==> src/hw/rtl/assert_macros.svh <==
// Assertion macros shared by the console engine modules.
// Expects a clock named i_clk and an active-low reset named i_rst_n in scope.
`ifndef ASSERT_MACROS_SVH
`define ASSERT_MACROS_SVH

// Checked on every rising edge outside reset.
`define ASSERT_CLKD(label, prop, msg) \
    label: assert property (@(posedge i_clk) disable iff (!i_rst_n) prop) \
        else $error(msg);

// Checked on every rising edge, reset included.
`define ASSERT_CLK(label, prop, msg) \
    label: assert property (@(posedge i_clk) prop) else $error(msg);

`endif

==> src/hw/rtl/tccs_pkg.sv <==
// Package for the text console engine: field widths, character codes,
// microcode control word, step encoding and the microprogram ROM. No dependencies.
`timescale 1ns / 1ps

package tccs_pkg;

    localparam int DEF_COLUMNS   = 80;
    localparam int DEF_ROWS      = 25;
    localparam int DEF_TAB_WIDTH = 8;

    localparam int OP_W      = 2;
    localparam int CHAR_W    = 8;
    localparam int COLOR_W   = 4;
    localparam int INDEX_W   = 11;
    localparam int OCOL_W    = 7;
    localparam int OROW_W    = 5;
    localparam int LOC_W     = 11;
    localparam int DATA_W    = 16;
    localparam int S_TDATA_W = 32;
    localparam int M_TDATA_W = 40;

    localparam logic [DATA_W-1:0] BLANK_CELL = 16'h0720;

    localparam logic [CHAR_W-1:0] CH_BS       = 8'h08;
    localparam logic [CHAR_W-1:0] CH_TAB      = 8'h09;
    localparam logic [CHAR_W-1:0] CH_LF       = 8'h0A;
    localparam logic [CHAR_W-1:0] CH_CR       = 8'h0D;
    localparam logic [CHAR_W-1:0] CH_PRINT_LO = 8'h20;
    localparam logic [CHAR_W-1:0] CH_PRINT_HI = 8'h7F;

    typedef enum logic [OP_W-1:0] {
        OP_PUT   = 2'd0,
        OP_CLEAR = 2'd1,
        OP_READ  = 2'd2,
        OP_NOP   = 2'd3
    } t_op;

    typedef enum logic [3:0] {
        ST_RESET   = 4'd0,
        ST_RFILL   = 4'd1,
        ST_IDLE    = 4'd2,
        ST_PUT     = 4'd3,
        ST_COPY_RD = 4'd4,
        ST_COPY_WR = 4'd5,
        ST_FILL    = 4'd6,
        ST_DONE    = 4'd7,
        ST_CLEAR   = 4'd8,
        ST_READ    = 4'd9
    } t_step;

    typedef enum logic [1:0] {
        CUR_HOLD,
        CUR_ADVANCE,
        CUR_HOME
    } t_cur_op;

    typedef enum logic [1:0] {
        ADDR_HOLD,
        ADDR_ZERO,
        ADDR_INC
    } t_addr_op;

    typedef enum logic [2:0] {
        MEM_NONE,
        MEM_PUT,
        MEM_FILL,
        MEM_COPY_RD,
        MEM_COPY_WR,
        MEM_READ
    } t_mem_op;

    typedef enum logic [2:0] {
        COND_NEVER,
        COND_ALWAYS,
        COND_NO_INPUT,
        COND_NO_SCROLL,
        COND_FILL_MORE,
        COND_COPY_MORE,
        COND_OUT_BLOCKED
    } t_cond;

    typedef struct packed {
        logic     in_ready;
        logic     dispatch;
        logic     out_load;
        t_cur_op  cur_op;
        t_addr_op addr_op;
        t_mem_op  mem_op;
        t_cond    hold;
        t_cond    jump;
        t_step    target;
    } t_ctrl;

    typedef struct packed {
        logic in_valid;
        t_op  in_op;
        logic scroll;
        logic fill_more;
        logic copy_more;
        logic out_blocked;
    } t_stat;

    // The microprogram. Priority in the sequencer: hold, dispatch, jump, next step.
    function automatic t_ctrl ucode(t_step s);
        t_ctrl c;
        c = '{in_ready: 1'b0, dispatch: 1'b0, out_load: 1'b0, cur_op: CUR_HOLD,
              addr_op: ADDR_HOLD, mem_op: MEM_NONE, hold: COND_NEVER,
              jump: COND_NEVER, target: ST_IDLE};
        case (s)
            ST_RESET: begin
                c.addr_op = ADDR_ZERO;
            end
            ST_RFILL: begin
                c.mem_op  = MEM_FILL;
                c.addr_op = ADDR_INC;
                c.jump    = COND_FILL_MORE;
                c.target  = ST_RFILL;
            end
            ST_IDLE: begin
                c.in_ready = 1'b1;
                c.hold     = COND_NO_INPUT;
                c.dispatch = 1'b1;
            end
            ST_PUT: begin
                c.mem_op  = MEM_PUT;
                c.cur_op  = CUR_ADVANCE;
                c.addr_op = ADDR_ZERO;
                c.jump    = COND_NO_SCROLL;
                c.target  = ST_DONE;
            end
            ST_COPY_RD: begin
                c.mem_op = MEM_COPY_RD;
            end
            ST_COPY_WR: begin
                c.mem_op  = MEM_COPY_WR;
                c.addr_op = ADDR_INC;
                c.jump    = COND_COPY_MORE;
                c.target  = ST_COPY_RD;
            end
            ST_FILL: begin
                c.mem_op  = MEM_FILL;
                c.addr_op = ADDR_INC;
                c.jump    = COND_FILL_MORE;
                c.target  = ST_FILL;
            end
            ST_DONE: begin
                c.out_load = 1'b1;
                c.hold     = COND_OUT_BLOCKED;
                c.jump     = COND_ALWAYS;
                c.target   = ST_IDLE;
            end
            ST_CLEAR: begin
                c.cur_op  = CUR_HOME;
                c.addr_op = ADDR_ZERO;
                c.jump    = COND_ALWAYS;
                c.target  = ST_FILL;
            end
            ST_READ: begin
                c.mem_op = MEM_READ;
                c.jump   = COND_ALWAYS;
                c.target = ST_DONE;
            end
            default: begin
                c.jump   = COND_ALWAYS;
                c.target = ST_RESET;
            end
        endcase
        return c;
    endfunction

    function automatic t_step dispatch_target(t_op op);
        t_step s;
        case (op)
            OP_PUT:   s = ST_PUT;
            OP_CLEAR: s = ST_CLEAR;
            OP_READ:  s = ST_READ;
            default:  s = ST_DONE;
        endcase
        return s;
    endfunction

endpackage

==> src/hw/rtl/tccs_useq.sv <==
// Microcode sequencer: step counter, control ROM lookup and jump logic.
// Depends on tccs_pkg and assert_macros.svh.
`timescale 1ns / 1ps
`include "assert_macros.svh"

module tccs_useq (
    input  logic            i_clk,
    input  logic            i_rst_n,
    input  tccs_pkg::t_stat i_stat,
    output tccs_pkg::t_ctrl o_ctrl
);

    tccs_pkg::t_step r_step;
    tccs_pkg::t_step n_step;
    tccs_pkg::t_ctrl cw;
    logic            hold_true;
    logic            jump_true;

    function automatic logic cond_true(tccs_pkg::t_cond c, tccs_pkg::t_stat s);
        logic v;
        case (c)
            tccs_pkg::COND_ALWAYS:      v = 1'b1;
            tccs_pkg::COND_NO_INPUT:    v = !s.in_valid;
            tccs_pkg::COND_NO_SCROLL:   v = !s.scroll;
            tccs_pkg::COND_FILL_MORE:   v = s.fill_more;
            tccs_pkg::COND_COPY_MORE:   v = s.copy_more;
            tccs_pkg::COND_OUT_BLOCKED: v = s.out_blocked;
            default:                    v = 1'b0;
        endcase
        return v;
    endfunction

    assign cw        = tccs_pkg::ucode(r_step);
    assign hold_true = cond_true(cw.hold, i_stat);
    assign jump_true = cond_true(cw.jump, i_stat);

    always_comb begin
        n_step = tccs_pkg::t_step'(r_step + 4'd1);
        if (hold_true) begin
            n_step = r_step;
        end else if (cw.dispatch && i_stat.in_valid) begin
            n_step = tccs_pkg::dispatch_target(i_stat.in_op);
        end else if (jump_true) begin
            n_step = cw.target;
        end
    end

    always_comb begin
        o_ctrl = cw;
    end

    always_ff @(posedge i_clk) begin
        if (!i_rst_n) begin
            r_step <= tccs_pkg::ST_RESET;
        end else begin
            r_step <= n_step;
        end
    end

    `ASSERT_CLKD(a_scroll_runs_copy, (r_step == tccs_pkg::ST_PUT && i_stat.scroll) |=> (r_step == tccs_pkg::ST_COPY_RD), "scroll did not start the row copy")
    `ASSERT_CLKD(a_done_returns_idle, (r_step == tccs_pkg::ST_DONE && !i_stat.out_blocked) |=> (r_step == tccs_pkg::ST_IDLE), "sequencer did not return to idle after result")

endmodule

==> config.mk <==
export PLATFORM = sky130hd
export DESIGN_NAME = tccs_useq
export DESIGN_NICKNAME = d
export VERILOG_FILES = /design/src/hw/rtl/tccs_pkg.sv /design/src/hw/rtl/tccs_useq.sv
export VERILOG_INCLUDE_DIRS = /design/src /design/src/hw/rtl
export SDC_FILE = /design/constraint.sdc
export NUM_CORES = 1
export LEC_CHECK = 0
export BUFFER_PORTS_ARGS = -buffer_cell sky130_fd_sc_hd__buf_2
export CORE_MARGIN = 5
export CORE_UTILIZATION = 44
export CTS_CLUSTER_SIZE = 30
export DETAILED_ROUTE_END_ITERATION = 8
export PLACE_DENSITY = 0.85
export SETUP_SLACK_MARGIN = 0.1
export SYNTH_ARGS = -nofsm -noshare
export SYNTH_HDL_FRONTEND = slang
export SYNTH_SLANG_ARGS = --single-unit
==> constraint.sdc <==
create_clock -name i_clk -period 2.5 [get_ports i_clk]
set_input_delay 0.5 -clock i_clk [delete_from_list [all_inputs] [get_ports i_clk]]
set_output_delay 0.5 -clock i_clk [all_outputs]
set_load 0.02 [all_outputs]
==> flow_summary.ini <==
[outcome]
status = complete, no violations

[clock_network]
cts.sinks = 4
h-tree-depth = 1
clk_pin_slew_ns = 0.04
clk_latency_ns = 0.23
numCtsBuffers = 3
cts-root-buf = clkbuf_4
postCtsHoldBufs = 0
tritoncts = built
cts_buffer_depth = 2

[job]
cap_viol_max_count = 0

[worst_setup_path]
cp-start-kind = flip-flop
path_class = reg2out
cp.required_ns = 2.00
worst_path_max_delay_cell = a221oi_1
arrival_ns = 1.81
worstPathMaxFanout = 7
path_cells = inv_1 -> ha_1 -> o21ai_0 -> a221oi_1 -> buf_2
max_stage_delay_ns = 0.40
cp-end-kind = output port

[pwr]
p_leak_uw = 0.000437
power_density_nw_per_um2 = 1340
peakVddDrop_v = 0.000591

[yosys]
ys_seq_area_frac = 0.112
synth_edf_count = 0
ys_seq_elements = 4
yosysWarnings = 0
synth_area_leaders = dfxtp_1 11%, ha_1 11%, buf_6 6.3%
yosys.cell_types.count = 42
netlist_area_sq_um = 714
syn_avg_cell_area_sq_um = 7.94
yosysTopAreaCell = dfxtp_1
synthFlopType = dfxtp_1
synthArstFlopShare = 0
yosysTopAreaCellShare = 0.112
yosysMostFrequentCell = nor2_1
netlist_top_cells_count = 8 x nor2_1, 6 x ha_1, 5 x a21oi_1
syn_inst = 90

[finish]
drive_gt1_frac = 0.404
area_delta_synth_final_pct = 12.4
stdcell_area_sq_um = 803
largestRegisters = r_step: 4 flops
largest_reg_flops = 4
fin_util = 0.527
top_register = r_step
antenna_cells = 0
nNetsFinal = 126
finalNonFillerCells = 125

[worst_hold_path]
hold_class = in2reg

[sta]
max_freq_mhz = 433
fin_crit_sh = 0.924
finalSetupViolations = 0
hold_viol = 0
fin_tns_setup_ns = 0
final.setup_skew_ns = 0.000382
timing.hold.ws_ns = 0.521
worst_slew_pin_slew_ns = 0.664
slew_violations = 0
rsz0062_at_grt = true
min_period_ns = 2.31
slew_headroom = 0.557

[grt]
antenna_found_initial = 0
gr-total-overflow = 0
grt_pass1_vias = 592
grt_start_max_net_pins = 19
grt_first_pass_wirelength_mm = 2.61
gr-usage-all-layers = 0.126

[routing]
drt_iter0_markers = 6
drt_pass1_iterations = 4
vias = 691
viasPerCell = 5.53
drcViolationCount = 0
avgRoutedWirePerCell_microns = 12.9
drtAntennaViolNets = 0
wirelength_mm = 1.62

[placed_design]
io_buffers = 26
dp_cells = 122
gp_congestion = 0.858
place_area_sq_um = 777
dp.final_hpwl_mm = 1.29

[die]
coreArea_sq_um = 1520
io_pins = 29
die-area_sq_um = 2530
die_w_microns = 50.3
fp.dieH_microns = 50.3
start_util = 0.469
rows = 14
## metrics by stage
step / worst slack [ns] / power, uW
after detailed placement: 0.391 / 997
after CTS: 0.132 / 1080
after floorplan: 0.493 / 837
final: 0.190 / 1070
after global routing: 0.0725 / 1160
after global placement: 0.450 / 975
## repair_timing
item,4_1_cts,5_1_grt
hold endpoints to repair,0,0
buffers inserted,0,0
resized for setup,0,2
endpoints found under the setup margin,0,2
## metal layers
metal / routed length, microns / track usage / vias up
met2: 706 / 0.190 / 36
met4: 18 / 0.0638 / 0
met5: 0 / 0 / -
met1: 710 / 0.171 / 299
met3: 180 / 0.0207 / 4
li1: - / - / 352
## critical path, delay by kind of cell (launching register included)
kind / cells / cell delay (ns)
buf+inv: 2 / 0.39
fa+ha+maj: 1 / 0.30
compound gates: 2 / 0.56
flops: 1 / 0.33
## cell type report
class                   instances  area, sq um
multi-input cells              71          531
flip-flops and latches          4         81.3
inverters                       5         18.8
clock buffers                   3         22.5
repair buffers                 26          130
well taps                      16         20.0
fillers                       148          721
## kinds of logic after synthesis
group / after synthesis / share of synthesized area
fa+ha+maj: 6 / 0.105
flops: 4 / 0.112
other cells: 1 / 0.00525
compound gates: 23 / 0.252
mux: 3 / 0.0420
xor+xnor: 3 / 0.0368
simple gates: 34 / 0.292
buf+inv: 16 / 0.154
## path summary, 6_finish.rpt
kind / start / to / slack (ns) / cells after the start
max reg2reg: r_step[0] / r_step[1] / 0.43 / 7
min reg2reg: r_step[1] / r_step[1] / 0.60 / 2
max: r_step[0] / o_ctrl[2] / 0.19 / 5
min: i_rst_n / r_step[0] / 0.52 / 3
## power breakdown
group / internal, uW / switching, uW
Sequential: 88.8 / 60.8
Combinational: 346 / 500
Clock: 53.6 / 24.9
Total: 488 / 586
## placed cells by master (no fill, tap or decap), types with 3 or more instances in the layout
cell type / instances
dfxtp_1: 3
clkbuf_4: 3
buf_2: 26
mux2i_1: 3
a21oi_1: 5
o21ai_0: 3
nand2_1: 4
inv_1: 3
and3_1: 4
nor2_1: 8
nand3_1: 3
ha_1: 5
Power figures use the tool's default switching activity.
